**config.mk**
```make
export PLATFORM = sky130hd
export DESIGN_NAME = scrc_front
export DESIGN_NICKNAME = d
export VERILOG_FILES = /design/src/rtl/scrc_pkg.sv /design/src/rtl/scrc_front.sv
export SDC_FILE = /design/constraint.sdc
export NUM_CORES = 1
export LEC_CHECK = 0
export CAP_MARGIN = 5
export CORE_ASPECT_RATIO = 1.25
export CORE_MARGIN = 2
export CORE_UTILIZATION = 30
export CTS_CLUSTER_SIZE = 16
export DETAILED_ROUTE_END_ITERATION = 10
export DONT_BUFFER_PORTS = 1
export PLACE_DENSITY = 0.54
export SLEW_MARGIN = 20
export SYNTH_ARGS = -nofsm -noshare
export SYNTH_HDL_FRONTEND = slang
export SYNTH_SLANG_ARGS = --single-unit
```
**constraint.sdc**
```tcl
create_clock -name clk -period 4.6 [get_ports clk]
set_input_delay 0.92 -clock clk [delete_from_list [all_inputs] [get_ports clk]]
set_output_delay 0.92 -clock clk [all_outputs]
set_load 0.03 [all_outputs]
```
**src/rtl/scrc_pkg.sv**
```systemverilog
// ----------------------------------------------------------------------------
// scrc_pkg
// Shared types and constants for the shadow-cell race checker.
// ----------------------------------------------------------------------------
`default_nettype none
package scrc_pkg;

	localparam int unsigned EPOCH_W = 42;
	localparam int unsigned TID_W   = 4;
	localparam int unsigned BLK_W   = 10;
	localparam int unsigned OFF_W   = 3;
	localparam int unsigned POS_W   = 16;

	typedef enum logic {
		OP_ACCESS    = 1'b0,
		OP_CLK_WRITE = 1'b1
	} op_t;

	// input item
	typedef struct packed {
		logic               operation;
		logic [BLK_W-1:0]   block_index;
		logic [TID_W-1:0]   thread_id;
		logic [TID_W-1:0]   other_thread;
		logic [OFF_W-1:0]   byte_offset;
		logic               is_store;
		logic [POS_W-1:0]   code_position;
		logic [EPOCH_W-1:0] clock_value;
	} req_t;

	// result item
	typedef struct packed {
		logic               race_found;
		logic [TID_W-1:0]   prev_thread;
		logic [EPOCH_W-1:0] prev_epoch;
		logic [OFF_W-1:0]   prev_offset;
		logic               prev_is_store;
		logic [POS_W-1:0]   prev_code_position;
	} rsp_t;

	// queue status between front and back
	typedef struct packed {
		logic full;
		logic empty;
	} q_stat_t;

	typedef enum logic [1:0] {
		BK_IDLE,
		BK_READ,
		BK_EVAL
	} bk_state_t;

endpackage
`default_nettype wire

```
**src/rtl/scrc_front.sv**
```systemverilog
// ----------------------------------------------------------------------------
// scrc_front
// Accepts items and queues them for the back end (two-entry queue).
// ----------------------------------------------------------------------------
`default_nettype none
module scrc_front (
	input  wire logic            clk,
	input  wire logic            arst_n,
	input  wire logic            in_valid,
	output logic                 in_ready,
	input  wire scrc_pkg::req_t  in_data,
	input  wire logic            pop,
	output scrc_pkg::req_t       head,
	output scrc_pkg::q_stat_t    stat
);
	import scrc_pkg::*;

	req_t       mem_q [2];
	logic       wp_q, rp_q;
	logic [1:0] cnt_q;
	logic       push, pop_ok;

	assign stat.full  = (cnt_q == 2'd2);
	assign stat.empty = (cnt_q == 2'd0);
	assign in_ready   = !stat.full;
	assign push       = in_valid && in_ready;
	assign pop_ok     = pop && !stat.empty;
	assign head       = mem_q[rp_q];

	// queue storage
	always_ff @(posedge clk) begin
		if (push) mem_q[wp_q] <= in_data;
	end

	// pointers
	always_ff @(posedge clk or negedge arst_n) begin
		if (!arst_n) begin
			wp_q  <= 1'b0;
			rp_q  <= 1'b0;
			cnt_q <= 2'd0;
		end else begin
			if (push) wp_q <= !wp_q;
			if (pop_ok) rp_q <= !rp_q;
			cnt_q <= cnt_q + {1'b0, push} - {1'b0, pop_ok};
		end
	end

endmodule
`default_nettype wire

```
Word-level counts from Yosys, hierarchy flattened
Memory sizes are Yosys's and may differ from the RTL's.
Index checks and enable logic that the tools add are counted.

operators by class
  add/subtract/negate cells = 2
  eq/ne operators = 1
  mux-type cells = 2
  reductions and logical operators = 7

operators with widths
  cell                  count
  $logic_not A1 Y1      4
  $add A2 B1 Y2         1
  $eq A2 B2 Y1 const B  1
  $logic_and A1 B1 Y1   2
  $logic_not A2 Y1      1
  $mux W1               2
  $sub A2 B1 Y2         1

word-level totals
  flip-flop bits (word level) = 4
  bits in writable memories = 162
  input bits = 85
  output and inout port bits = 84
  logic and storage cells = 16
  memories = 1

memory list
  memory  words  bits a word  read ports  clocked after Yosys merged registers in  wr ports  line              source
  mem_q   2      81           1           0                                        1         scrc_front.sv:18  req_t mem_q [2];

Longest topological paths before layout
Gate-level depths: netlist (run 1).

  word-level depth = 5
  depth in mapped cells = 7
  gate-level depth less buffers = 7

Worst setup path before layout (run 1)
OpenSTA, ideal clock, no wires.

  path type = input to register
  start point = in in_valid
  end point = mem mem_q[0][0] (netlist bit), enable pin
  setup time = 0.521 ns
  data arrival time = 4.406 ns
  data required time = 4.079 ns
  slack = -0.327 ns
  cell stages on the path = 2
  path buffers = 0
  cells stage by stage = nand2_1 > nor2_1

on the way
  word-level cells in the longest chain between the ends = 3

RTL lines
  element                        line              source
  from (decl)                    scrc_front.sv:9   input wire logic in_valid,
  $logic_and A1 B1 Y1            scrc_front.sv:26  assign push = in_valid && in_ready;
  $mux W1                        scrc_front.sv:32  if (push) mem_q[wp_q] <= in_data;
  $mux W1 (implied by the code)  scrc_front.sv:32
  to (decl)                      scrc_front.sv:18

No other way between the ends.

==> out/metrics.cfg, run 1 <==
[run_status]
status = complete, no violations

[place]
hpwl_mm = 6.71
post-place-ws_ns = 1.83
numPortBuffers = 0
gp_congestion = 0.652

[setup_path]
path_class = register to output pin
critPathMaxFanout = 44
arrival_ns = 2.23
r2r_setup_slack_ns = 2.53
start_kind = register
cp-end-kind = output pin
worstPathRequired_ns = 3.68

[logic_synthesis]
avgSynthCellArea_um2 = 23.9
ys_seq_area_share_pct = 77.1
ys_top_cells_by_area = edfxtp_1 76%, mux2_4 18%, buf_12 2.5%
synthAdderAreaFrac_pct = 0.388
synthArstFlopShare_pct = 2.41
synth-simple-area-share_pct = 0.466
synthesis.area_um2 = 6440
synth_edf_count = 162
ys_ff_latch = 166
ys_types = 15
synthMuxAreaShare_pct = 18.8
synth_compound_area_share_pct = 0
synth_xor_area_share_pct = 0.544
yosysTopAreaCellShare_pct = 75.5
ys.flop_type = edfxtp_1
syn_inst = 270
synth_fp_nets = 357
synth_warnings = 0
synth_common_cells = 162 x edfxtp_1, 79 x mux2_4, 8 x buf_12
yosysMostFrequentCell = edfxtp_1
yosysTopAreaCell = edfxtp_1
synth_top_family_by_area = multiplexers

[cts]
cts_tree = done
cts_made_buffers = 17
htreeDepth = 4
cts_setup_buffers = 0
clockRootBuffer = clkbuf_16
cts_buffer_depth = 2
ctsResizeCount = 0
cts.sinks = 166
ctsHoldBuffers = 0
clk_pin_slew_ns = 0.06
insertion_delay_ns = 0.41

[global_routing]
grt_pass1_vias = 2601
antenna_found_initial = 0
grt_max_degree = 45
grt_usage_pct = 9.44
grt_pass1_wl_mm = 15.7
overflow = 0

[final_layout]
n_antenna_cell = 0
syn2layout_area_growth_pct = 13.9
nNetsFinal = 371
drive_gt1_share_pct = 39.1

[floorplan]
fp.coreArea_um2 = 21000
die_area_um2 = 22700
initial_core_util_pct = 30.7
rows = 59
fp.dieH_um = 168
pin_count = 169
die_w_um = 135

[job]
maxCapViolCount = 0

[route]
post_drt_wl_per_cell_um = 18.3
via_per_inst = 4.22
vias = 2408
dr.pass1.iters = 4
ant_nets = 0
first_iter_violations = 101
drc = 0
drt_wl_total_mm = 10.5

[power_and_ir_drop]
p_int_uw = 3700
power_leakage_uw = 0.00260
ir_drop_v = 0.000256
swShare_pct = 33.9
seq_power_share_pct = 40.4
p_clk_share_pct = 27.6
powerDensity_nw_per_um2 = 763
netSwitchingPower_uw = 1900
total_power_uw = 5600
power_frac_comb_pct = 32.0

[timing]
fin_crit_ns = 3.15
fin_crit_sh_pct = 68.4
hold_violations = 0
tightest_slew_ns = 0.864
grt_setup_unrepaired = false
finalWorstSetupSlack_ns = 1.45
fmax_mhz = 318
final_max_slew_viol_count = 0
maxSlewHeadroom_pct = 42.4
setup_tns_ns = 0
skew_ns = 0.00750
setup_viol = 0

[worst_hold_path]
min_path_type = input port to asynchronous set/reset pin

per-layer routing:
metal  GRT usage, %  up-vias  share of wire [%]
met2           16.5      104                 53
met4           3.67        0                1.4
li1               -     1092                  -
met1           9.05     1204                 34
met3           5.57        8                 11
met5              0        -                  0
state kept, by name, indices dropped and copies added, names as in the netlist:
name   count
cnt_q      2
mem_q    162
rp_q       1
wp_q       1
area by class of cell:
class	count	area (µm²)
repair buffers	4	62.6
well taps	274	343
flip-flops and latches	166	4970
clock buffers	22	454
clock inverters	10	194
fillers	1956	13600
inverters	2	7.51
multi-input cells	93	1310
critical path, cell delays in order (launching register included):
cell	delay, ns
dfrtp_4	0.96
buf_12	0.39
mux2_4	0.39
cells by family (layout without fill, tap and decap cells):
kind of cell	count (synthesis)	count (layout)
flip-flops	166	166
XOR/XNOR	4	4
adder cells (fa/ha/maj)	2	2
AND/OR/NAND/NOR	6	6
multiplexers	81	81
buffers and inverters	11	38
final timing paths:
check,cells past startpoint,from,to
max,2,rp_q,head[74]
min,0,arst_n,cnt_q[1]
max reg2reg,3,cnt_q[1],mem_q[1][50]
min reg2reg,1,cnt_q[1],cnt_q[1]
max in group asynchronous,0,arst_n,rp_q
min in group clk,1,cnt_q[1],cnt_q[1]
placed cells by master (no fill, tap or decap), types with 2 or more instances in the layout:
cell type,Yosys,final
edfxtp_1,162,162
mux2_4,79,79
clkbuf_16,0,17
bufinv_16,0,5
clkbuf_1,0,4
xnor2_1,3,3
dfrtp_1,4,3
inv_1,2,2
mux2_2,2,2
ha_1,2,2
clkinvlp_4,0,2
buf_4,0,2
stage by stage:
| step | hold slack (ns) | instance area (µm²) | cells | util [%] |
|---|---|---|---|---|
| final | 0.197 | 7340 | 571 | 35.0 |
| after global placement | 0.489 | 6670 | 538 | 31.8 |
| after floorplan | 0.468 | 6440 | 270 | - |
| after CTS | 0.166 | 7340 | 571 | 35.0 |
| after detailed placement | 0.507 | 6690 | 539 | 31.9 |
| after global routing | 0.160 | 7340 | 571 | 35.0 |
power by group through the flow:
| stage | Sequential, µW | Combinational [µW] | Clock, µW |
|---|---|---|---|
| floorplan | 2190 | 1820 | 0 |
| global placement | 2300 | 1800 | 0 |
| detailed placement | 2300 | 1830 | 0 |
| CTS | 2270 | 1840 | 1600 |
| global route | 2300 | 1890 | 1660 |
| finish | 2260 | 1790 | 1550 |
No activity file was read; power rests on OpenSTA's default activity.
==> run 2, diff against run 1 <==
PLACE_DENSITY = 0.53   (was 0.54)
clock period = 2.9 ns   (was 4.6 ns; I/O delays follow)
==> run 2 against run 1 <==
Effect of this change:
- clock power grew 49%
- final cell count increased by 0.70%
- utilization is the same
- global-route usage shrank 0.18 points
- flip-flop and latch count stayed put
- sequential power increased by 56%
- critical path type unchanged
- critical endpoint is now head[41]
- largest cell class unchanged
==> out/metrics.cfg, run 2 (synthesized netlist as in run 1, its figures left out) <==
[run_status]
status = complete, no violations

[final_layout]
final_common_cell = edfxtp_1
stdcell_count = 575  ; +0.70%
regMostFlops = mem_q
drive_gt1_share_pct = 38.9  ; -0.19 points
layout_common_cells = 162 x edfxtp_1, 79 x mux2_4, 17 x clkbuf_16
reg_top3 = mem_q: 162 flops, cnt_q: 2 flops
largest_reg_flops = 162  ; unchanged
fin_util_pct = 35.0  ; unchanged
nNetsFinal = 375  ; +1.1%
n_antenna_cell = 0  ; unchanged
syn2layout_area_growth_pct = 13.9  ; unchanged

[global_routing]
grt_usage_pct = 9.26  ; -0.18 points
antenna_found_initial = 1  ; +1
grt_max_degree = 48  ; +6.7%
grt_pass1_wl_mm = 15.2  ; -3.2%
overflow = 0  ; unchanged
grt_pass1_vias = 2530  ; -2.7%

[cts]
cts_buffer_depth = 2  ; unchanged
cts_setup_buffers = 0  ; unchanged
clockRootBuffer = clkbuf_16
ctsResizeCount = 0  ; unchanged
htreeDepth = 4  ; unchanged
cts_made_buffers = 17  ; unchanged
cts.sinks = 166  ; unchanged
clk_pin_slew_ns = 0.06  ; about the same
insertion_delay_ns = 0.41  ; about the same
ctsHoldBuffers = 1  ; +1
cts_tree = done

[timing]
tightest_slew_ns = 0.634  ; -0.229 ns
setup_viol = 0  ; unchanged
setup_tns_ns = 0  ; unchanged
final_max_slew_viol_count = 0  ; unchanged
fmax_mhz = 397
fin_crit_ns = 2.52
maxSlewHeadroom_pct = 57.7  ; +15 points
fin_crit_sh_pct = 86.9
hold_violations = 0  ; unchanged
skew_ns = 0.00786  ; +0.000366 ns
grt_setup_unrepaired = false

[floorplan]
fp.dieH_um = 168  ; unchanged
die_area_um2 = 22700  ; unchanged
die_w_um = 135  ; unchanged
pin_count = 169  ; unchanged
rows = 59  ; unchanged
fp.coreArea_um2 = 21000  ; unchanged
initial_core_util_pct = 30.7  ; unchanged

[route]
ant_nets = 0  ; unchanged
post_drt_wl_per_cell_um = 18.3  ; -0.41%
dr.pass1.iters = 4  ; unchanged
vias = 2414  ; +0.25%
drc = 0  ; unchanged
drt_wl_total_mm = 10.5  ; +0.29%
via_per_inst = 4.20  ; -0.45%
first_iter_violations = 117  ; +16%

[job]
maxCapViolCount = 0  ; unchanged

[setup_path]
start_kind = register
slowest_delay_ns = 0.78  ; -0.18 ns
cp-end-kind = output pin
cp_top_family = flip-flops
arrival_ns = 1.94  ; -0.29 ns
critPathMaxFanout = 32  ; -27%
cp_slowest_cell = dfrtp_4
path_cells = buf_12 > mux2_4
cp_num_buf_inv = 1  ; unchanged
path_class = register to output pin
worstPathRequired_ns = 2.32  ; -1.36 ns

[power_and_ir_drop]
ir_drop_v = 0.000483  ; +89%
powerDensity_nw_per_um2 = 1200  ; +57%
total_power_uw = 8770  ; +57%
power_leakage_uw = 0.00261  ; +0.23%

[place]
gp_congestion = 0.671  ; +3.0%
dp_cells = 542  ; +0.56%
hpwl_mm = 6.85  ; +2.2%
numPortBuffers = 0  ; unchanged

[worst_hold_path]
min_path_type = input port to register

-- run 2: cell types whose count changed in the layout (fill, tap and decap cells not counted), sizes merged --
cell	previous run	this run
dlygate4sd3	0	1
buf	4	7
clkinv	1	7
clkinvlp	2	1
bufinv	5	4
clkbuf	22	18
-- run 2: worst paths after layout --
kind	end	cells after the start	startpoint	slack, ns
worst min-delay path	mem_q[0][71]	0	in_data[71]	0.26
worst max-delay path	head[41]	2	rp_q	0.38
worst min register to register	cnt_q[1]	1	cnt_q[1]	0.51
min in group asynchronous	cnt_q[0]	1	arst_n	0.44
worst max register to register	mem_q[0][4]	4	cnt_q[1]	0.88
max in group asynchronous	rp_q	1	arst_n	2.26
-- run 2: power by group --
part | total [µW] | leakage (µW) | switching [µW] | internal, µW
Sequential | 3530 | 0.00155 | 239 | 3290
Combinational | 2930 | 0.000765 | 1880 | 1050
Clock | 2310 | 0.000292 | 879 | 1440
Total | 8770 | 0.00261 | 3000 | 5770
-- run 2: layout make-up --
class / count / area, µm²
clock buffers: 18 / 429
fillers: 1965 / 13600
inverters: 2 / 7.51
well taps: 274 / 343
multi-input cells: 93 / 1310
flip-flops and latches: 166 / 4970
clock inverters: 14 / 181
repair buffers: 8 / 100
-- run 2: per-layer routing --
metal  global-route usage (%)  up-vias  part of all wire (%)
met2                     14.9      100                    50
li1                         -     1100                     -
met4                     3.67        2                   1.1
met3                     5.78        7                    11
met1                     9.74     1205                    38
met5                        0        -                  0.16
-- run 2: worst reg2reg max path, stage by stage, from the launching register on --
cell,delay (ns)
dfrtp_1,0.41
nand2b_1,0.33
nand2_1,0.22
nor2_4,0.13
buf_4,0.50
-- run 2: metrics by stage --
| stage | hold slack [ns] | cell area (µm²) | worst slack, ns |
|---|---|---|---|
| 2_1_floorplan | 0.284 | 6450 | 0.372 |
| 3_3_place_gp | 0.285 | 6720 | 0.810 |
| 3_5_place_dp | 0.285 | 6720 | 0.787 |
| 4_1_cts | 0.230 | 7340 | 0.323 |
| 5_1_grt | 0.224 | 7340 | 0.276 |
| 6_report | 0.262 | 7340 | 0.380 |
==> run 3, diff against run 2 <==
CORE_ASPECT_RATIO = not set   (was 1.25)
==> run 3 against run 2 <==
Effect of this change:
- hold slack lost 0.0056 ns
- die area is essentially flat
- utilization shrank 0.070 points
- power grew 0.28%
- via count grew 0.91%
- largest cell class unchanged
- highest routed layer is now met4
==> out/metrics.cfg, run 3 (synthesized netlist as in run 1, its figures left out) <==
[run_status]
status = complete, no violations

[setup_path]
r2r_setup_slack_ns = 0.95  ; +0.07 ns
slowest_delay_ns = 0.74  ; -0.04 ns
start_kind = register
worstPathRequired_ns = 2.32  ; about the same
r2r_start = cnt_q[0]
arrival_ns = 1.87  ; -0.07 ns
cp_num_buf_inv = 1  ; unchanged
path_class = register to output pin
path_cells = buf_12 > mux2_4
worst_r2r_path_depth = 4  ; unchanged
critPathMaxFanout = 27  ; -16%
cp-end-kind = output pin
cp_slowest_cell = dfrtp_4
rr_endpoint = mem_q[0][47]
cp_top_family = flip-flops

[global_routing]
grt_pass1_vias = 2529  ; -0.040%
antenna_found_initial = 0  ; -1
grt_usage_pct = 9.50  ; +0.24 points
overflow = 0  ; unchanged
grt_max_degree = 82  ; +71%
grt_pass1_wl_mm = 15.4  ; +1.1%

[final_layout]
nNetsFinal = 374  ; -0.27%
fin_util_pct = 34.9  ; -0.070 points
n_antenna_cell = 0  ; unchanged
layout_common_cells = 162 x edfxtp_1, 79 x mux2_4, 17 x clkbuf_16
largest_reg_flops = 162  ; unchanged
syn2layout_area_growth_pct = 14.0  ; about the same
regMostFlops = mem_q
reg_top3 = mem_q: 162 flops, cnt_q: 2 flops
stdcell_count = 574  ; -0.17%
fillers = 1939  ; -1.3%
drive_gt1_share_pct = 39.5  ; +0.59 points
final_common_cell = edfxtp_1

[route]
drt_wl_total_mm = 10.8  ; +2.8%
first_iter_violations = 95  ; -19%
vias = 2436  ; +0.91%
drc = 0  ; unchanged
dr.pass1.iters = 3  ; -1
ant_nets = 0  ; unchanged
post_drt_wl_per_cell_um = 18.8  ; +3.0%
via_per_inst = 4.24  ; +1.1%

[cts]
htreeDepth = 4  ; unchanged
cts_made_buffers = 17  ; unchanged
clockRootBuffer = clkbuf_16
clk_pin_slew_ns = 0.07  ; about the same
cts_setup_buffers = 0  ; unchanged
cts.sinks = 166  ; unchanged
cts_buffer_depth = 2  ; unchanged
insertion_delay_ns = 0.41  ; about the same
cts_tree = done

[floorplan]
fp.coreArea_um2 = 21000  ; +0.27%
rows = 53  ; -10%
die_w_um = 151  ; +11%
initial_core_util_pct = 30.6  ; -0.082 points
die_area_um2 = 22700  ; about the same
pin_count = 169  ; unchanged
fp.dieH_um = 151  ; -10%

[timing]
maxSlewHeadroom_pct = 66.0  ; +8.3 points
tightest_slew_ns = 0.510  ; -0.124 ns
fin_crit_sh_pct = 84.4  ; -2.5 points
setup_viol = 0  ; unchanged
hold_ws_ns = 0.257  ; -0.00562 ns
skew_ns = 0.00933  ; +0.00147 ns
final_max_slew_viol_count = 0  ; unchanged
fin_crit_ns = 2.45  ; -0.0728 ns
fmax_mhz = 409  ; +3.0%
setup_tns_ns = 0  ; unchanged
hold_violations = 0  ; unchanged
grt_setup_unrepaired = false

[power_and_ir_drop]
power_leakage_uw = 0.00261  ; about the same
powerDensity_nw_per_um2 = 1200  ; +0.21%
total_power_uw = 8800  ; +0.28%
ir_drop_v = 0.000482  ; -0.18%

[worst_hold_path]
min_from = in_data[0]
min_to = mem_q[1][0]
min_path_type = input port to register
holdPathStages = 0  ; unchanged

[job]
maxCapViolCount = 0  ; unchanged

[place]
numPortBuffers = 0  ; unchanged
gp_congestion = 0.689  ; +2.7%
hpwl_mm = 6.92  ; +1.0%
dp_cells = 542  ; unchanged

-- run 3: cell count changes in the layout (fill, tap and decap cells not counted) --
| cell | previous run | this run |
|---|---|---|
| buf_12 | 3 | 4 |
| clkinv_2 | 0 | 2 |
| buf_4 | 4 | 2 |
| clkinv_1 | 5 | 2 |
-- run 3: worst max path at each step --
stage,slack [ns],depth (start not counted),from,to
after global routing,0.37,2,rp_q,head[70]
final,0.45,2,rp_q,head[70]
after CTS,0.42,2,rp_q,head[70]
after floorplan,0.37,3,cnt_q[1],mem_q[0][0]
after global placement,0.87,2,rp_q,head[37]
after detailed placement,0.88,2,rp_q,head[68]
-- run 3: per-stage QoR --
stage	cell area (µm²)	setup WS [ns]
CTS	7350	0.417
global route	7350	0.373
detailed placement	6730	0.875
floorplan	6450	0.372
global placement	6730	0.872
finish	7350	0.453
-- run 3: repair_timing --
action                    in CTS  in global routing
hold endpoints to repair       4                  0
resized for setup              0                  0
hold buffers                   1                  0
-- run 3: area by class of cell --
type | instances | area (µm²) | area share, %
well taps | 275 | 344 | 4.68
inverters | 2 | 7.51 | 0.102
clock buffers | 18 | 429 | 5.84
repair buffers | 7 | 105 | 1.43
multi-input cells | 93 | 1310 | 17.9
flip-flops and latches | 166 | 4970 | 67.6
clock inverters | 13 | 180 | 2.45
-- run 3: where the power goes --
| group | internal, µW | switching [µW] |
|---|---|---|
| Sequential | 3290 | 227 |
| Clock | 1440 | 879 |
| Combinational | 1060 | 1910 |
| Total | 5780 | 3020 |
-- run 3: metal layers --
| metal | global-route usage [%] | up-vias | share of wire, % |
|---|---|---|---|
| met4 | 3.82 | 0 | 1.1 |
| li1 | - | 1096 | - |
| met1 | 10.3 | 1235 | 37 |
| met3 | 5.55 | 7 | 11 |
| met2 | 15.2 | 98 | 51 |
| met5 | 0 | - | 0 |
